## src/sv/knn_velocity_interpolator_defines.svh

```systemverilog
// assertion macros shared by the knn velocity interpolator rtl
// no dependencies
`ifndef KNN_VELOCITY_INTERPOLATOR_DEFINES_SVH
`define KNN_VELOCITY_INTERPOLATOR_DEFINES_SVH

// assertion disabled during reset, clocked on clk_i
`define KVI_ASSERT(lbl, prop, msg) \
  lbl: assert property (@(posedge clk_i) disable iff (!rst_ni) (prop)) else $error(msg);

// implication form
`define KVI_ASSERT_IMP(lbl, ante, cons, msg) \
  `KVI_ASSERT(lbl, (ante) |-> (cons), msg)

`endif

```

## src/sv/kvi_ram.sv

```systemverilog
// generic single port ram with registered read
// no dependencies
module kvi_ram #(
  parameter int unsigned Width = 8,
  parameter int unsigned Depth = 64
) (
  input  logic                     clk_i,
  input  logic                     we_i,
  input  logic [$clog2(Depth)-1:0] addr_i,
  input  logic [Width-1:0]         wdata_i,
  output logic [Width-1:0]         rdata_o
);
  logic [Width-1:0] mem_q [Depth];

  always_ff @(posedge clk_i) begin
    if (we_i) begin
      mem_q[addr_i] <= wdata_i;
    end
    rdata_o <= mem_q[addr_i];
  end
endmodule

```

## config.mk

```make
export PLATFORM = sky130hd
export DESIGN_NAME = kvi_ram
export DESIGN_NICKNAME = d
export VERILOG_FILES = /design/src/sv/knn_velocity_interpolator_defines.svh /design/src/sv/kvi_ram.sv
export SDC_FILE = /design/constraint.sdc
export NUM_CORES = 1
export LEC_CHECK = 0
export BUFFER_PORTS_ARGS = -buffer_cell sky130_fd_sc_hd__buf_2
export CELL_PAD_IN_SITES_DETAIL_PLACEMENT = 1
export CELL_PAD_IN_SITES_GLOBAL_PLACEMENT = 1
export CORE_ASPECT_RATIO = 1.25
export CORE_UTILIZATION = 45
export CTS_CLUSTER_SIZE = 12
export DETAILED_ROUTE_END_ITERATION = 10
export GPL_TIMING_DRIVEN = 0
export PLACE_DENSITY = 0.72
export SETUP_SLACK_MARGIN = 0.5
export SYNTH_ARGS = -nofsm -noshare
export SYNTH_HDL_FRONTEND = slang
export SYNTH_SLANG_ARGS = --single-unit
```

## constraint.sdc

```tcl
create_clock -name clk_i -period 3.6 [get_ports clk_i]
set_input_delay 0.72 -clock clk_i [delete_from_list [all_inputs] [get_ports clk_i]]
set_output_delay 0.72 -clock clk_i [all_outputs]
set_load 0.1 [all_outputs]
```

==> impl_metrics.csv <==
group,metric,value,unit
timing,finalSetupViolations,0,
routing,drt-total-wl,62.72,mm
routing,vias_per_cell,6.454,
routing,wl_per_cell,33.83,um
cells_and_area,num_antenna_cells,0,
floorplanning,fp.coreArea,44440,um2
min_path,min_from,"mem_q[3][4]",
worst_setup_path,critPathSlowestCell,"nor2_2",
synth,yosysTopAreaCellShare,75.18,%
synth,avgSynthCellArea,17.46,um2
worst_setup_path,endpoint_kind,"flop",
floorplanning,start_util,46.02,%
cts,htree_levels,2,
cts,cts_setup_buffers,0,
worst_setup_path,rr_startpoint,"mem_q[2][7]",
synth,synth-edff-count,512,
timing,slew-limit-headroom,7.730,%
min_path,hold_depth,3,
worst_setup_path,startpoint,"addr_i[2]",
timing,final-hold-violation-count,0,
pwr,p_switching,2.867,mW
cts,numCtsBuffers,50,
synth,syn-instance-count,1171,
worst_setup_path,crit_top_cell,"buf_2",
min_path,min_path_type,"flop to flop",
timing,timing.hold.ws,0.6510,ns
synth,yosysSeqAreaShare,75.97,%
cts,clock-sinks,520,
run,cap_violations,0,
routing,top_layer,"met5",
placed_design,numPortBuffers,22,
synth,yosysWarnings,0,
cells_and_area,layout_common_cells,"edfxtp_1 (512), mux2i_1 (63), clkbuf_1 (60), nor2_4 (55)",
timing,finalMaxSlewViolations,0,
routing,vias,11970,
placed_design,gp_congestion,0.9717,
floorplanning,dieArea,46310,um2
routing,wl_met1,22.80,mm
cells_and_area,syn_to_final_growth,13.83,%
timing,tightest_slew,1.384,ns
cells_and_area,layout_commonest_cell,"edfxtp_1",
timing,fin_skew,0.01653,ns
worst_setup_path,cp.buffers_inverters,5,
synth,syn_area,20450,um2
pwr,netSwitchingFraction,23.11,%
outcome,status,"finished, violations left",
worst_setup_path,r2r_slack,1.25,ns
cts,clock_latency,0.58,ns
worst_setup_path,reg2regPathDepth,5,
pwr,p_leak,7.245,nW
timing,max_freq,0.3105,GHz
pwr,internal-power,9.540,mW
routing,drtIter0Drc,1395,
floorplanning,die_y,240.3,um
min_path,whs_endpoint,"rdata_o[4]",
timing,fin_ws,0.3795,ns
routing,wl_met3,5.093,mm
synth,syn-num-nets,1187,
grt,grt.overflow.total,0,
cts,cts-root-buf,"clkbuf_16",
worst_setup_path,worst-setup-path-type,"primary input to flop",
placed_design,place_hpwl,41.00,mm
worst_setup_path,crit_family,"simple AND/OR/NAND/NOR gates",
grt,first_global_vias,12550,
synth,async_flop_share,0,%
floorplanning,io_pins,24,
synth,synthTopCellsByArea,"edfxtp_1 (75%), mux4_2 (4.5%), mux2i_1 (3.1%), nor2_1 (1.5%), a22oi_1 (1.5%)",
worst_setup_path,critPathMaxFanout,10,
pwr,peakVddDrop,0.0003768,V
grt,antenna_found_initial,3,
cts,clockBufferDepth,3,
cts,cts-hold-fix-buffers,0,
routing,firstDrtPassIters,9,
routing,dr_wl_met2,30.54,mm
pwr,pwr-share-comb,7.3,%
grt,grtUsageTotal,27.84,%
floorplanning,rows,86,
worst_setup_path,required,3.81,ns
worst_setup_path,r2r_end,"rdata_o[7]",
timing,period_share,89.46,%
timing,period_minus_slack,3.221,ns
cts,cts_tree,"built",
grt,grt_max_degree,65,
synth,synth-seq-cells,520,
routing,antenna_left,0,
placed_design,dp_slack,-1.211,ns
worst_setup_path,crit_cells,8,
pwr,total_power,12.41,mW
floorplanning,die_x,192.7,um
cells_and_area,fin_nets,1262,
worst_setup_path,cp.arrival,3.43,ns
timing,rsz0062_at_grt,"yes",
synth,ys_types,56,
grt,grt_pass1_wl,89.30,mm
worst_setup_path,max_stage_delay,0.59,ns
pwr,seqPwrFrac,54.2,%
worst_setup_path,path_cells,"buf_2 -> buf_2 -> buf_2 -> buf_2 -> buf_2 -> nor2b_1 -> nand2_2 -> nor2_2",
pwr,clockPowerShare,38.5,%
worst_setup_path,start_kind,"primary input",
routing,drcViolationCount,4,
outcome,failed_checks,"design-rule violations",
synth,ys.flop_type,"edfxtp_1",
cells_and_area,layout-drive-gt1-share,20.44,%
pwr,power.density,533.0,nW/um2
cts,clk_pin_slew,0.06,ns
synth,yosys.area.top_type,"edfxtp_1",
## logic make-up (layout without fill, tap and decap cells)
logic type / Yosys count / after routing / share of synthesized area, %
DFF: 520 / 520 / 75.97
muxes: 116 / 116 / 8.260
AOI/OAI and AO/OA: 222 / 222 / 8.076
and+or+nand+nor: 229 / 229 / 5.715
buffers and inverters: 84 / 195 / 1.982
## worst min-delay path, stage by stage, from the launching register on
cell and delay [ns]:
edfxtp_1 0.32, o2bb2ai_1 0.13, o31ai_1 0.08, nand4_1 0.09
## worst max-delay path by stage
stage | to | slack, ns
floorplan | mem_q[13][0] | 0.78
global placement | mem_q[21][2] | -1.14
detailed placement | mem_q[21][2] | -1.21
CTS | mem_q[50][6] | 0.43
global route | mem_q[24][1] | 0.36
finish | mem_q[16][4] | 0.38
## sequential cells by signal, indices dropped and copies added, names as in the netlist
| signal | flops |
|---|---|
| rdata_o | 8 |
| mem_q | 512 |
## power by group through the flow
stage,clock (mW),combinational [mW],sequential [mW]
after floorplan,0,0.364,6.95
after global placement,0,0.826,6.85
after global routing,4.99,0.933,6.72
after detailed placement,0,0.846,6.85
after CTS,4.81,0.880,6.72
final,4.78,0.907,6.72
## synthesized netlist by cell type (6+ instances only)
master,instances
and2_1,9
a221oi_1,21
nand2_1,45
nand2b_1,24
nor2b_1,8
nor2_1,82
a211oi_1,6
a22o_1,10
and4_1,6
nand3b_1,12
and3_1,9
o221ai_1,9
a22oi_1,40
dfxtp_1,8
a32oi_1,7
a31oi_1,15
a221o_1,11
buf_2,30
clkbuf_1,36
a21oi_1,28
mux2_1,7
edfxtp_1,512
mux4_2,41
o22a_1,11
nand3_1,8
o21ai_0,9
buf_1,6
mux2i_1,63
o2bb2ai_1,7
o22ai_1,22
## layer usage
layer	track usage, %	vias up
met5	0	-
met3	5.342	193
met2	45.19	632
li1	-	4924
met1	34.16	6213
met4	17.42	4
## layout make-up
type                       count  area [um2]
buffer                        81       407.9
clock buffer                  81        1378
clock inverter                 7       51.30
fill                        4061       21160
inverter                       3       11.26
multi-input combinational    567        5050
sequential                   520       15530
tap                          572       715.7
timing repair buffer          23       130.1
## metrics by stage
step | cell area (um2) | utilization, % | setup TNS (ns) | instances
CTS | 23150 | 52.10 | 0 | 1853
floorplan | 20450 | - | 0 | 1171
detailed placement | 21280 | 47.87 | -341.44 | 1765
global placement | 21280 | 47.87 | -309.29 | 1765
finish | 23280 | 52.38 | 0 | 1854
global route | 23280 | 52.38 | 0 | 1854
## timing repair
action,4_1_cts,5_1_grt
gates cloned,0,0
gates resized for setup,128,22
pin swaps,0,0
endpoints found under the setup margin,516,309
Note: power is estimated with default switching activity, not from simulation.
