$ cat config.mk
export PLATFORM = sky130hd
export DESIGN_NAME = kvi_divsqrt
export DESIGN_NICKNAME = d
export VERILOG_FILES = /design/src/sv/knn_velocity_interpolator_defines.svh /design/src/sv/kvi_pkg.sv /design/src/sv/kvi_divsqrt.sv
export SDC_FILE = /design/constraint.sdc
export NUM_CORES = 1
export LEC_CHECK = 0
export CORE_AREA = 4 4 159 161
export DETAILED_ROUTE_END_ITERATION = 10
export DIE_AREA = 0 0 163 165
export DONT_BUFFER_PORTS = 1
export PLACE_DENSITY = 0.69
export SLEW_MARGIN = 20
export SYNTH_ARGS = -nofsm -noshare
export SYNTH_HDL_FRONTEND = slang
export SYNTH_SLANG_ARGS = --single-unit
$ cat constraint.sdc
create_clock -name clk_i -period 7.55 [get_ports clk_i]
set_clock_uncertainty 0.1 [all_clocks]
set_input_delay 0.755 -clock clk_i [delete_from_list [all_inputs] [get_ports clk_i]]
set_output_delay 0.755 -clock clk_i [all_outputs]
set_load 0.01 [all_outputs]
$ cat src/sv/knn_velocity_interpolator_defines.svh
// assertion macros shared by the knn velocity interpolator rtl
// no dependencies
`ifndef KNN_VELOCITY_INTERPOLATOR_DEFINES_SVH
`define KNN_VELOCITY_INTERPOLATOR_DEFINES_SVH

// assertion disabled during reset, clocked on clk_i
`define KVI_ASSERT(lbl, prop, msg) \
  lbl: assert property (@(posedge clk_i) disable iff (!rst_ni) (prop)) else $error(msg);

// implication form
`define KVI_ASSERT_IMP(lbl, ante, cons, msg) \
  `KVI_ASSERT(lbl, (ante) |-> (cons), msg)

`endif

$ cat src/sv/kvi_pkg.sv
// shared types and constants for the knn velocity interpolator
// no dependencies
package kvi_pkg;

  localparam int unsigned NumAnchors    = 64;
  localparam int unsigned MaxNeighbours = 8;
  localparam int unsigned AIdxW         = $clog2(NumAnchors);
  localparam int unsigned SelW          = $clog2(MaxNeighbours);
  localparam int unsigned D2W           = 25;
  localparam int unsigned DistW         = 21;
  localparam int unsigned WW            = 22;
  localparam int unsigned SumW          = 42;
  localparam int unsigned WsumW         = 26;

  typedef enum logic [1:0] {
    CfgMaxDist  = 2'd0,
    CfgNumNeigh = 2'd1,
    CfgAnchCnt  = 2'd2
  } cfg_idx_e;

  localparam logic CmdLoad  = 1'b0;
  localparam logic CmdQuery = 1'b1;

  typedef struct packed {
    logic [0:0]  cmd;
    logic [5:0]  anchor_index;
    logic [11:0] pos_x;
    logic [11:0] pos_y;
    logic signed [15:0] vel_x;
    logic signed [15:0] vel_y;
  } req_t;

  typedef struct packed {
    logic signed [15:0] out_vel_x;
    logic signed [15:0] out_vel_y;
    logic [3:0]  used_count;
  } rsp_t;

  typedef struct packed {
    logic [1:0]  index;
    logic [12:0] data;
  } cfg_t;

  // request to the shared divider/sqrt unit
  typedef struct packed {
    logic        start;
    logic        is_sqrt;
    logic [47:0] num;
    logic [25:0] den;
  } op_req_t;

  typedef struct packed {
    logic        busy;
    logic        done;
    logic [47:0] res;
  } op_rsp_t;

endpackage

$ cat src/sv/kvi_divsqrt.sv
// shared iterative unit: restoring divide (48/26) or integer square root (48 bit)
// depends on kvi_pkg; one result bit per cycle
module kvi_divsqrt (
  input  logic              clk_i,
  input  logic              rst_ni,
  input  kvi_pkg::op_req_t  req_i,
  output kvi_pkg::op_rsp_t  rsp_o
);
  import kvi_pkg::*;

  logic [5:0]  cnt_q, cnt_d;
  logic        busy_q, busy_d, done_q, done_d, sq_q, sq_d;
  logic [47:0] x_q, x_d, q_q, q_d;
  logic [49:0] rem_q, rem_d;
  logic [25:0] den_q, den_d;
  logic [49:0] trial;
  logic [49:0] rem_sh;

  always_comb begin
    cnt_d = cnt_q; busy_d = busy_q; done_d = 1'b0; sq_d = sq_q;
    x_d = x_q; q_d = q_q; rem_d = rem_q; den_d = den_q;
    rem_sh = '0; trial = '0;
    if (req_i.start && !busy_q) begin
      busy_d = 1'b1; sq_d = req_i.is_sqrt; x_d = req_i.num; den_d = req_i.den;
      q_d = '0; rem_d = '0;
      cnt_d = req_i.is_sqrt ? 6'd24 : 6'd48;
    end else if (busy_q) begin
      if (sq_q) begin
        // digit-by-digit root: bring down two bits
        rem_sh = {rem_q[47:0], x_q[47:46]};
        trial  = {q_q[47:0], 2'b01};
        x_d    = {x_q[45:0], 2'b00};
        if (rem_sh >= trial) begin
          rem_d = rem_sh - trial;
          q_d   = {q_q[46:0], 1'b1};
        end else begin
          rem_d = rem_sh;
          q_d   = {q_q[46:0], 1'b0};
        end
      end else begin
        rem_sh = {rem_q[48:0], x_q[47]};
        trial  = {24'd0, den_q};
        x_d    = {x_q[46:0], 1'b0};
        if (rem_sh >= trial) begin
          rem_d = rem_sh - trial;
          q_d   = {q_q[46:0], 1'b1};
        end else begin
          rem_d = rem_sh;
          q_d   = {q_q[46:0], 1'b0};
        end
      end
      cnt_d = cnt_q - 6'd1;
      if (cnt_q == 6'd1) begin
        busy_d = 1'b0;
        done_d = 1'b1;
      end
    end
  end

  always_ff @(posedge clk_i or negedge rst_ni) begin
    if (!rst_ni) begin
      busy_q <= 1'b0; done_q <= 1'b0; cnt_q <= '0; sq_q <= 1'b0;
    end else begin
      busy_q <= busy_d; done_q <= done_d; cnt_q <= cnt_d; sq_q <= sq_d;
    end
  end

  always_ff @(posedge clk_i) begin
    x_q <= x_d; q_q <= q_d; rem_q <= rem_d; den_q <= den_d;
  end

  assign rsp_o.busy = busy_q;
  assign rsp_o.done = done_q;
  assign rsp_o.res  = q_q;
endmodule

==> results of run 1 <==
## cells in the mapped netlist, types with 45 or more instances
cell type,count,share of area (%)
xnor2_1,50,3.4
clkbuf_1,58,1.7
ha_1,78,7.6
dfxtp_1,97,15
o21ai_0,105,4.1
nand2_1,200,5.8
edfxtp_1,74,17
xor2_1,45,3.1
nor2_1,68,2.0
mux2i_1,75,5.8
inv_1,102,3.0
a21oi_1,98,3.8
o31ai_1,52,3.0
## cell families after synthesis
family	after synthesis
flops	180
compound gates	471
buf+inv	190
simple gates	411
mux	80
fa+ha+maj	79
xor+xnor	95
## flip-flops by register name (all words and copies together) (netlist names)
register	count
sq_q	1
q_q	48
rem_q	49
done_q	1
busy_q	1
x_q	48
den_q	26
cnt_q	6
## worst reg2reg max path, cell delays in order (launching register included)
cell and delay (ns):
edfxtp_1 0.46, inv_1 0.15, ha_1 0.17, inv_1 0.05, fa_1 0.40, a21oi_1 0.24, o211ai_1 0.15, a41oi_1 0.41
nand3_1 0.20, a41oi_2 0.34, and2_2 0.70, nor2_1 0.14, a211oi_1 0.26, a211oi_1 0.10, a31o_2 0.25
## area by class of cell
type / instances / area share (%)
multi-input cells: 1136 / 56.81
flip-flops and latches: 180 / 32.46
clock buffers: 17 / 3.141
well taps: 324 / 2.993
inverters: 103 / 2.864
clock inverters: 15 / 1.321
repair buffers: 7 / 0.4065
## layout by cell type, fill, tap and decap left out, drive strengths merged, types with 10 or more instances in the layout
cell / synthesis / layout
o21bai: 21 / 21
and2: 10 / 10
nor3: 19 / 19
o211ai: 26 / 26
a211oi: 23 / 23
o21ai: 114 / 114
xnor2: 50 / 50
a21oi: 98 / 98
nor2: 71 / 71
a31o: 12 / 12
a21o: 37 / 37
clkbuf: 60 / 17
o31ai: 54 / 54
xor2: 45 / 45
ha: 78 / 78
nand4: 15 / 15
nand2: 202 / 202
and3: 17 / 17
nand3: 19 / 19
nand2b: 12 / 12
dfxtp: 97 / 97
a31oi: 14 / 14
edfxtp: 74 / 74
inv: 102 / 109
mux2i: 75 / 75
or3: 11 / 11
## metrics by stage
stage	hold slack, ns	instance area [um^2]	utilization [%]	worst slack [ns]
after detailed placement	0.3599	12930	53.95	3.452
after floorplan	0.3594	12890	-	4.256
after global routing	0.2935	13540	56.52	3.115
after CTS	0.2923	13540	56.52	3.415
final	0.3074	13540	56.52	3.323
after global placement	0.3598	12930	53.95	3.572
## how the worst max path moves through the flow
| stage | end | slack, ns | cells after the start | from |
|---|---|---|---|---|
| 5_1_grt | rem_q[10] | 3.11 | 14 | x_q[47] |
| 4_1_cts | rem_q[3] | 3.41 | 14 | x_q[47] |
| 2_1_floorplan | rem_q[48] | 4.26 | 15 | x_q[47] |
| 3_3_place_gp | rem_q[25] | 3.57 | 13 | x_q[47] |
| 6_report | rem_q[3] | 3.32 | 14 | x_q[47] |
| 3_5_place_dp | rem_q[3] | 3.45 | 14 | x_q[47] |
## per-layer routing
metal | GRT usage [%] | up-vias | share of wire, %
met5 | 0 | - | 0
met3 | 4.342 | 82 | 5.7
met1 | 31.36 | 5089 | 42
met4 | 9.340 | 0 | 3.5
li1 | - | 5362 | -
met2 | 43.00 | 376 | 49
## what timing repair did
| action | CTS | global route |
|---|---|---|
| endpoints found under the hold margin | 9 | 0 |
| hold buffers | 1 | 0 |
| gates resized for setup | 0 | 0 |
==> run_results.csv, run 1 <==
group,metric,value,unit
route,wl_per_cell,18.90,um
timing,worst_pin_slew,0.8826,ns
timing,finalHoldViolCount,0,
clocking,clk_path_buf_depth,2,
route,vias_per_cell,6.122,
setup_path,ff2ff_path_depth,14,
timing,slew_headroom,41.10,%
setup_path,r2r-start,"x_q[47]",
logic_synthesis,synth_top_family_by_area,"compound AO/OA/AOI/OAI gates",
logic_synthesis,yosys_warnings,0,
setup_path,start_kind,"flip-flop",
clocking,postCtsSetupBuffers,0,
setup_path,path_class,"flip-flop to flip-flop",
logic_synthesis,syn_inst,1506,
logic_synthesis,ys_ff_latch,180,
route,antenna_left,0,
global_routing,grt_pass1_wl,54210,um
logic_synthesis,synthMuxAreaShare,6.260,%
logic_synthesis,yosys.area_share.simple,14.93,%
final_layout,instances_no_fill,1782,
flow_run,drv_cap,0,
setup_path,crit_arrival,4.46,ns
setup_path,ff2ff_setup_slack,3.32,ns
setup_path,path_cells,"inv_1 -> ha_1 -> inv_1 -> fa_1 -> a21oi_1 -> o211ai_1 -> a41oi_1 -> nand3_1 -> a41oi_2 -> and2_2 -> nor2_1 -> a211oi_1 -> a211oi_1 -> a31o_2",
final_layout,layout.nets,1602,
die,start_util,53.80,%
die,core-area,23960,um^2
clocking,cts_tree,"done",
timing,setup_viol,0,
die,die_h,165,um
route,num_vias,10910,
logic_synthesis,ys.flop_type,"dfxtp_1",
timing,rsz0062_at_grt,"false",
setup_path,crit_slowest_cell,"and2_2",
timing,slew_violations,0,
global_routing,grt_overflow,0,
place,place.detailed.hpwl,25140,um
place,portBuffers,0,
die,dieArea,26900,um^2
place,gp_congestion,0.9736,
die,rows,57,
timing,tns,0,ns
place,placed_cells,1749,
final_layout,areaGrowthSynthToFinish,5.056,%
clocking,clkLatencyLatePin,0.44,ns
logic_synthesis,yosys.area_share.adder,7.725,%
logic_synthesis,synth_nets,1663,
route,dr.pass1.iters,7,
setup_path,path_buf_inv,2,
setup_path,r2r_end,"rem_q[3]",
final_layout,register_area,4397,um^2
global_routing,antenna_found_initial,0,
logic_synthesis,netlist_area,12890,um^2
setup_path,critPathMaxStageDelay,0.70,ns
final_layout,drive_gt1_share,6.241,%
clocking,cts.clk_slew.worst_paths,0.08,ns
global_routing,grt_pass1_vias,10510,
logic_synthesis,synth_compound_gate_area_share,24.24,%
final_layout,fill_cells,2210,
logic_synthesis,synth_xor_area_share,6.454,%
die,ioPinCount,128,
logic_synthesis,synth.distinct_cells,88,
timing,fin_crit,4.227,ns
route,drcViolationCount,0,
clocking,cts_root_buf,"clkbuf_16",
die,die_w,163,um
timing,fin_crit_sh,55.99,%
final_layout,antenna_cells,0,
hold_path,min_path_type,"primary input to flip-flop",
hold_path,min_path_cells,0,
hold_path,hp-start,"req_i[22]",
clocking,cts-buffers-inserted,17,
logic_synthesis,syn_area_per_cell,8.561,um^2
route,wirelength,33670,um
setup_path,cp_data_required_time,7.78,ns
logic_synthesis,seq_area_frac_synth,34.05,%
clocking,clock_sinks,180,
global_routing,grt_util_all_layers,24.93,%
setup_path,worstPathMaxFanout,44,
run_status,status,"finished, final reports clean",
logic_synthesis,async_flop_share,5.000,%
final_layout,multiInputGateArea,7695,um^2
timing,max_freq,0.2366,GHz
global_routing,grt_max_degree,96,
route,first_iter_violations,860,
clocking,cts.htree.levels,4,
logic_synthesis,synth-edff-count,74,
setup_path,path_delay_family,"compound AO/OA/AOI/OAI gates",
hold_path,hold_end,"den_q[22]",
setup_path,end_kind,"flip-flop",
Power of run 1 is left out: the tool's default activity adds up to more than one toggle a clock period on the data nets, which glitch-free logic cannot reach.
==> run 2: changes to the inputs <==
Settings changed: ABC_AREA from default to 1, CORE_AREA 4 4 159 161 to 4 4 177 179, DIE_AREA 0 0 163 165 to 0 0 181 183, PLACE_DENSITY 0.69 to 0.72.
Clock period 7.55 ns to 3.8 ns, I/O delays scaled along.
==> run_results.csv, run 2 <==
group,metric,value,unit
run_status,status,"finished, final reports clean",
place,placed_cells,3110,
logic_synthesis,syn_area_per_cell,5.838,um^2
die,die_h,183,um
logic_synthesis,synth_top_area_share,25.96,%
clocking,cts_tree,"done",
flow_run,drv_cap,0,
timing,slew_violations,0,
route,vias_per_cell,5.439,
timing,finalHoldViolCount,0,
global_routing,grt_max_degree,107,
final_layout,drive_gt1_share,4.162,%
die,rows,63,
final_layout,top_register,"rem_q",
die,dieArea,33120,um^2
setup_path,path_class,"flip-flop to flip-flop",
setup_path,ff2ff_setup_slack,0.30,ns
setup_path,crit_top_cell,"nand2_1",
setup_path,ff2ff_path_depth,15,
place,gp_congestion,1.041,
final_layout,instances_no_fill,3178,
clocking,post_cts_resized,0,
timing,max_freq,0.2855,GHz
logic_synthesis,seq_area_frac_synth,27.12,%
global_routing,grt_pass1_vias,16070,
setup_path,crit_arrival,3.80,ns
place,portBuffers,0,
die,start_util,54.74,%
clocking,clkLatencyLatePin,0.46,ns
logic_synthesis,ys_ff_latch,180,
setup_path,end_kind,"flip-flop",
logic_synthesis,synth-edff-count,74,
logic_synthesis,synth_most_common_cell,"nand2_1",
clocking,postCtsSetupBuffers,0,
timing,fin_crit,3.503,ns
global_routing,antenna_found_initial,0,
global_routing,grt_pass1_wl,85360,um
logic_synthesis,netlist_area,16180,um^2
logic_synthesis,async_flop_share,5.000,%
place,place_ws,0.4405,ns
logic_synthesis,synth_area_leader_cell,"nand2_1",
logic_synthesis,netlist_top_cells_count,"nand2_1 (1119), inv_1 (484), nand3_1 (242)",
route,dr.pass1.iters,6,
route,met3_length,4715,um
clocking,cts.htree.levels,4,
logic_synthesis,synth_nets,2929,
die,die_w,181,um
route,antenna_left,0,
logic_synthesis,yosys_warnings,0,
hold_path,min_path_type,"primary input to flip-flop",
timing,hold_slack,0.02152,ns
clocking,clk_path_buf_depth,2,
final_layout,reg.largest.list,"rem_q x49, q_q x48, x_q x48",
clocking,clock_sinks,180,
final_layout,final_common_cell,"nand2_1",
route,num_vias,17290,
setup_path,crit_slowest_cell,"nand2_4",
logic_synthesis,ys.flop_type,"dfxtp_1",
route,met1Wirelength,22310,um
die,ioPinCount,128,
timing,setup_viol,0,
route,first_iter_violations,1679,
timing,rsz0062_at_grt,"false",
final_layout,largest_reg_flops,49,
setup_path,critPathMaxStageDelay,0.48,ns
logic_synthesis,synth.distinct_cells,43,
place,place.detailed.hpwl,42890,um
setup_path,worstPathMaxFanout,50,
final_layout,areaGrowthSynthToFinish,7.779,%
route,wirelength,54380,um
route,wl_met2,24870,um
timing,slew_headroom,32.51,%
clocking,cts.clk_slew.worst_paths,0.08,ns
clocking,cts-buffers-inserted,17,
clocking,cts_root_buf,"clkbuf_16",
final_layout,layout.nets,2931,
route,drcViolationCount,0,
timing,tns,0,ns
die,core-area,29560,um^2
timing,fin_crit_sh,92.19,%
logic_synthesis,ys_top_cells_by_area,"nand2_1 (26%), edfxtp_1 (14%), dfxtp_1 (12%)",
timing,fin_ws,0.2968,ns
setup_path,path_cells,"ha_1 -> nand2_1 -> nor2_1 -> inv_1 -> nor2_1 -> nand3_1 -> nor3_2 -> nor2_4 -> nand2_4 -> nand2_1 -> nand2_1 -> nand2_1 -> nand3_1 -> nand2_1 -> nand2_1",
setup_path,start_kind,"flip-flop",
global_routing,grt_overflow,0,
clocking,hold_buffers,34,
timing,worst_pin_slew,1.012,ns
route,dr.max_layer_used,"met4",
final_layout,mostFrequentLayoutCells,"nand2_1 (1119), inv_1 (484), nand3_1 (242), nor2_1 (188), dfxtp_1 (97)",
route,wl_per_cell,17.11,um
logic_synthesis,syn_inst,2772,
global_routing,grt_util_all_layers,32.40,%
setup_path,cp_data_required_time,4.10,ns
hold_path,min_path_cells,2,
[run 2: cell types whose count changed after synthesis, sizes merged, moves of 54 or more]
cell / delta
o31ai: -54
mux2i: -75
nor2: +132
inv: +399
nand2: +926
nand3: +236
[run 2: final cells by class]
cell class / instances / area (um^2)
clock inverters: 14 / 132.6
inverters: 504 / 1893
flip-flops and latches: 180 / 4394
multi-input cells: 2013 / 9555
clock buffers: 18 / 439.2
repair buffers: 58 / 535.5
fillers: 3053 / 12120
well taps: 390 / 488.0
diodes: 1 / 2.502
[run 2: path summary, 6_finish.rpt]
kind,from,end
worst min-delay path,req_i[69],x_q[43]
worst min register to register,rem_q[48],rem_q[48]
worst max register to register,rem_q[12],rem_q[4]
min in group asynchronous,rst_ni,sq_q
worst max-delay path,rem_q[12],rem_q[4]
max in group asynchronous,rst_ni,busy_q
[run 2: kinds of logic (layout without fill, tap and decap cells)]
family,after synthesis,count (layout),share of synthesized area (%)
AOI/OAI and AO/OA,217,217,7.261
xor gates and xnor gates,38,38,2.057
adders and majority gates,79,79,6.155
other,0,1,0
DFF,180,180,27.12
and+or+nand+nor,1679,1679,43.49
buffers and inverters,579,594,13.92
[run 2: worst max-delay path, delay by kind of cell, from the launching register on]
kind / cells / cell delay (ns)
DFF: 1 / 0.39
and+or+nand+nor: 13 / 2.44
buffers and inverters: 1 / 0.09
adders and majority gates: 1 / 0.40
[run 2: per-layer routing]
metal  GRT usage, %  up-vias
li1               -     8671
met1          41.67     7730
met2          53.19      760
met3          6.704      124
met4          14.02        0
met5              0        -
[run 2: through the flow]
step	util, %	cell area [um^2]
after floorplan	-	16180
after global placement	55.87	16520
after detailed placement	55.87	16520
after CTS	58.96	17430
after global routing	58.99	17440
final	59.00	17440
Power of run 2 is left out for the same reason.
==> run 3: changes to the inputs <==
Settings changed: CTS_BUF_LIST from default to sky130_fd_sc_hd__clkbuf_4 sky130_fd_sc_hd__clkbuf_8.
==> run_results.csv, run 3 (synthesis results as in run 2) <==
group,metric,value,unit
global_routing,grt_overflow,0,
final_layout,layout.nets,2970,
place,placed_area,16520,um^2
flow_run,drv_cap,0,
die,start_util,54.74,%
final_layout,mostFrequentLayoutCells,"nand2_1 (1119), inv_1 (484), nand3_1 (242), nor2_1 (188), dfxtp_1 (97)",
global_routing,grt_util_all_layers,32.65,%
timing,rsz0062_at_grt,"false",
place,place_ws,0.4405,ns
route,first_iter_violations,1617,
final_layout,top_register,"rem_q",
setup_path,end_kind,"flip-flop",
clocking,cts_tree,"done",
timing,fin_crit_sh,94.86,%
route,drcViolationCount,0,
setup_path,cp_data_required_time,4.17,ns
clocking,cts-buffers-inserted,17,
setup_path,ff2ff_path_depth,15,
die,dieArea,33120,um^2
place,gp_congestion,1.041,
power_and_ir_drop,power_density,1066,nW/um^2
die,ioPinCount,128,
timing,setup_viol,0,
route,wl_per_cell,17.09,um
die,die_w,181,um
final_layout,reg.largest.list,"rem_q x49, q_q x48, x_q x48",
power_and_ir_drop,report.power.total,18.80,mW
clocking,cts.clk_slew.worst_paths,0.12,ns
route,num_vias,17470,
route,wirelength,54970,um
clocking,clock_sinks,180,
hold_path,min_path_type,"primary input to flip-flop",
clocking,cts.htree.levels,4,
final_layout,largest_reg_flops,49,
timing,max_freq,0.2774,GHz
setup_path,start_kind,"flip-flop",
setup_path,crit_arrival,3.97,ns
final_layout,drive_gt1_share,4.105,%
timing,finalHoldViolCount,0,
place,portBuffers,0,
global_routing,antenna_found_initial,0,
timing,tns,0,ns
final_layout,final_common_cell,"nand2_1",
place,place.detailed.hpwl,42890,um
setup_path,worstPathMaxFanout,50,
power_and_ir_drop,ir_drop,0.0005091,V
die,core-area,29560,um^2
global_routing,grt_pass1_vias,16260,
hold_path,min_path_cells,2,
route,dr.pass1.iters,6,
final_layout,areaGrowthSynthToFinish,9.008,%
timing,slew_headroom,30.20,%
global_routing,grt_max_degree,107,
clocking,clk_path_buf_depth,2,
power_and_ir_drop,leakagePower,9.532,nW
setup_path,path_class,"flip-flop to flip-flop",
global_routing,grt_pass1_wl,85860,um
final_layout,stdcell_area,17640,um^2
timing,worst_pin_slew,1.047,ns
timing,fin_ws,0.1954,ns
die,die_h,183,um
timing,fin_crit,3.605,ns
route,vias_per_cell,5.431,
final_layout,fill_cells,3023,
die,rows,63,
timing,slew_violations,0,
clocking,cts_root_buf,"clkbuf_8",
run_status,status,"finished, final reports clean",
route,antenna_left,0,
clocking,clkLatencyLatePin,0.52,ns
## run 3: changes by cell type in the layout (fill, tap and decap cells not counted), sizes merged
cell,delta
dlygate4sd3,+39
## run 3: layout make-up
class,count,area (um^2),share of cell area (%)
Antenna cell,1,2.502,0.01419
Clock buffer,18,247.7,1.404
Clock inverter,14,132.6,0.7519
Inverter,504,1893,10.73
Multi-Input combinational cell,2013,9555,54.17
Sequential cell,180,4394,24.91
Tap cell,390,488.0,2.766
Timing Repair Buffer,97,925.9,5.249
## run 3: where the power goes
group	leakage (nW)	total [mW]	switching [mW]	internal, mW
logic	7.71	13.3	9.12	4.22
registers	1.64	4.11	1.09	3.02
clock network	0.189	1.35	0.846	0.501
total	9.53	18.8	11.1	7.74
## run 3: per-stage QoR
step / instances / hold slack [ns] / utilization (%)
5_1_grt: 3216 / 0.007367 / 59.67
2_1_floorplan: 2772 / -0.01559 / -
6_report: 3217 / 0.04434 / 59.67
3_3_place_gp: 3110 / -0.01532 / 55.87
3_5_place_dp: 3110 / -0.01540 / 55.87
4_1_cts: 3216 / 0.001640 / 59.67
## run 3: layer usage
metal	wire length (um)	vias up	part of all wire, %	track usage, %
li1	-	8739	-	-
met1	22320	7832	41	40.98
met2	25090	762	46	53.52
met3	4828	139	8.8	7.854
met4	2735	0	5.0	15.07
met5	0	-	0	0
## run 3: repair_timing
item	4_1_cts	5_1_grt
buffers inserted	0	0
hold buffers	74	0
setup endpoints to repair	0	0
resized for setup	0	0
endpoints found under the hold margin	84	0
## run 3: critical path, stage by stage (launching register included)
cell and delay [ns]:
dfxtp_1 0.40, ha_1 0.40, nand2_1 0.11, nor2_1 0.26, inv_1 0.09, nor2_1 0.19
nand3_1 0.28, nor3_2 0.40, nor2_4 0.22, nand2_4 0.49, nand2_1 0.13, nand2_1 0.11
nand2_1 0.06, nand3_1 0.12, nand2_1 0.07, nand2_1 0.08
## run 3: worst paths after layout
check | from | to | slack, ns
setup / recovery | rem_q[12] | rem_q[4] | 0.20
hold / removal | req_i[71] | x_q[45] | 0.04
setup reg to reg | rem_q[12] | rem_q[4] | 0.20
hold reg to reg | rem_q[48] | rem_q[48] | 0.38
max in group asynchronous | rst_ni | busy_q | 3.14
min in group asynchronous | rst_ni | cnt_q[5] | 0.11
Note: power is estimated with default switching activity, not from simulation.
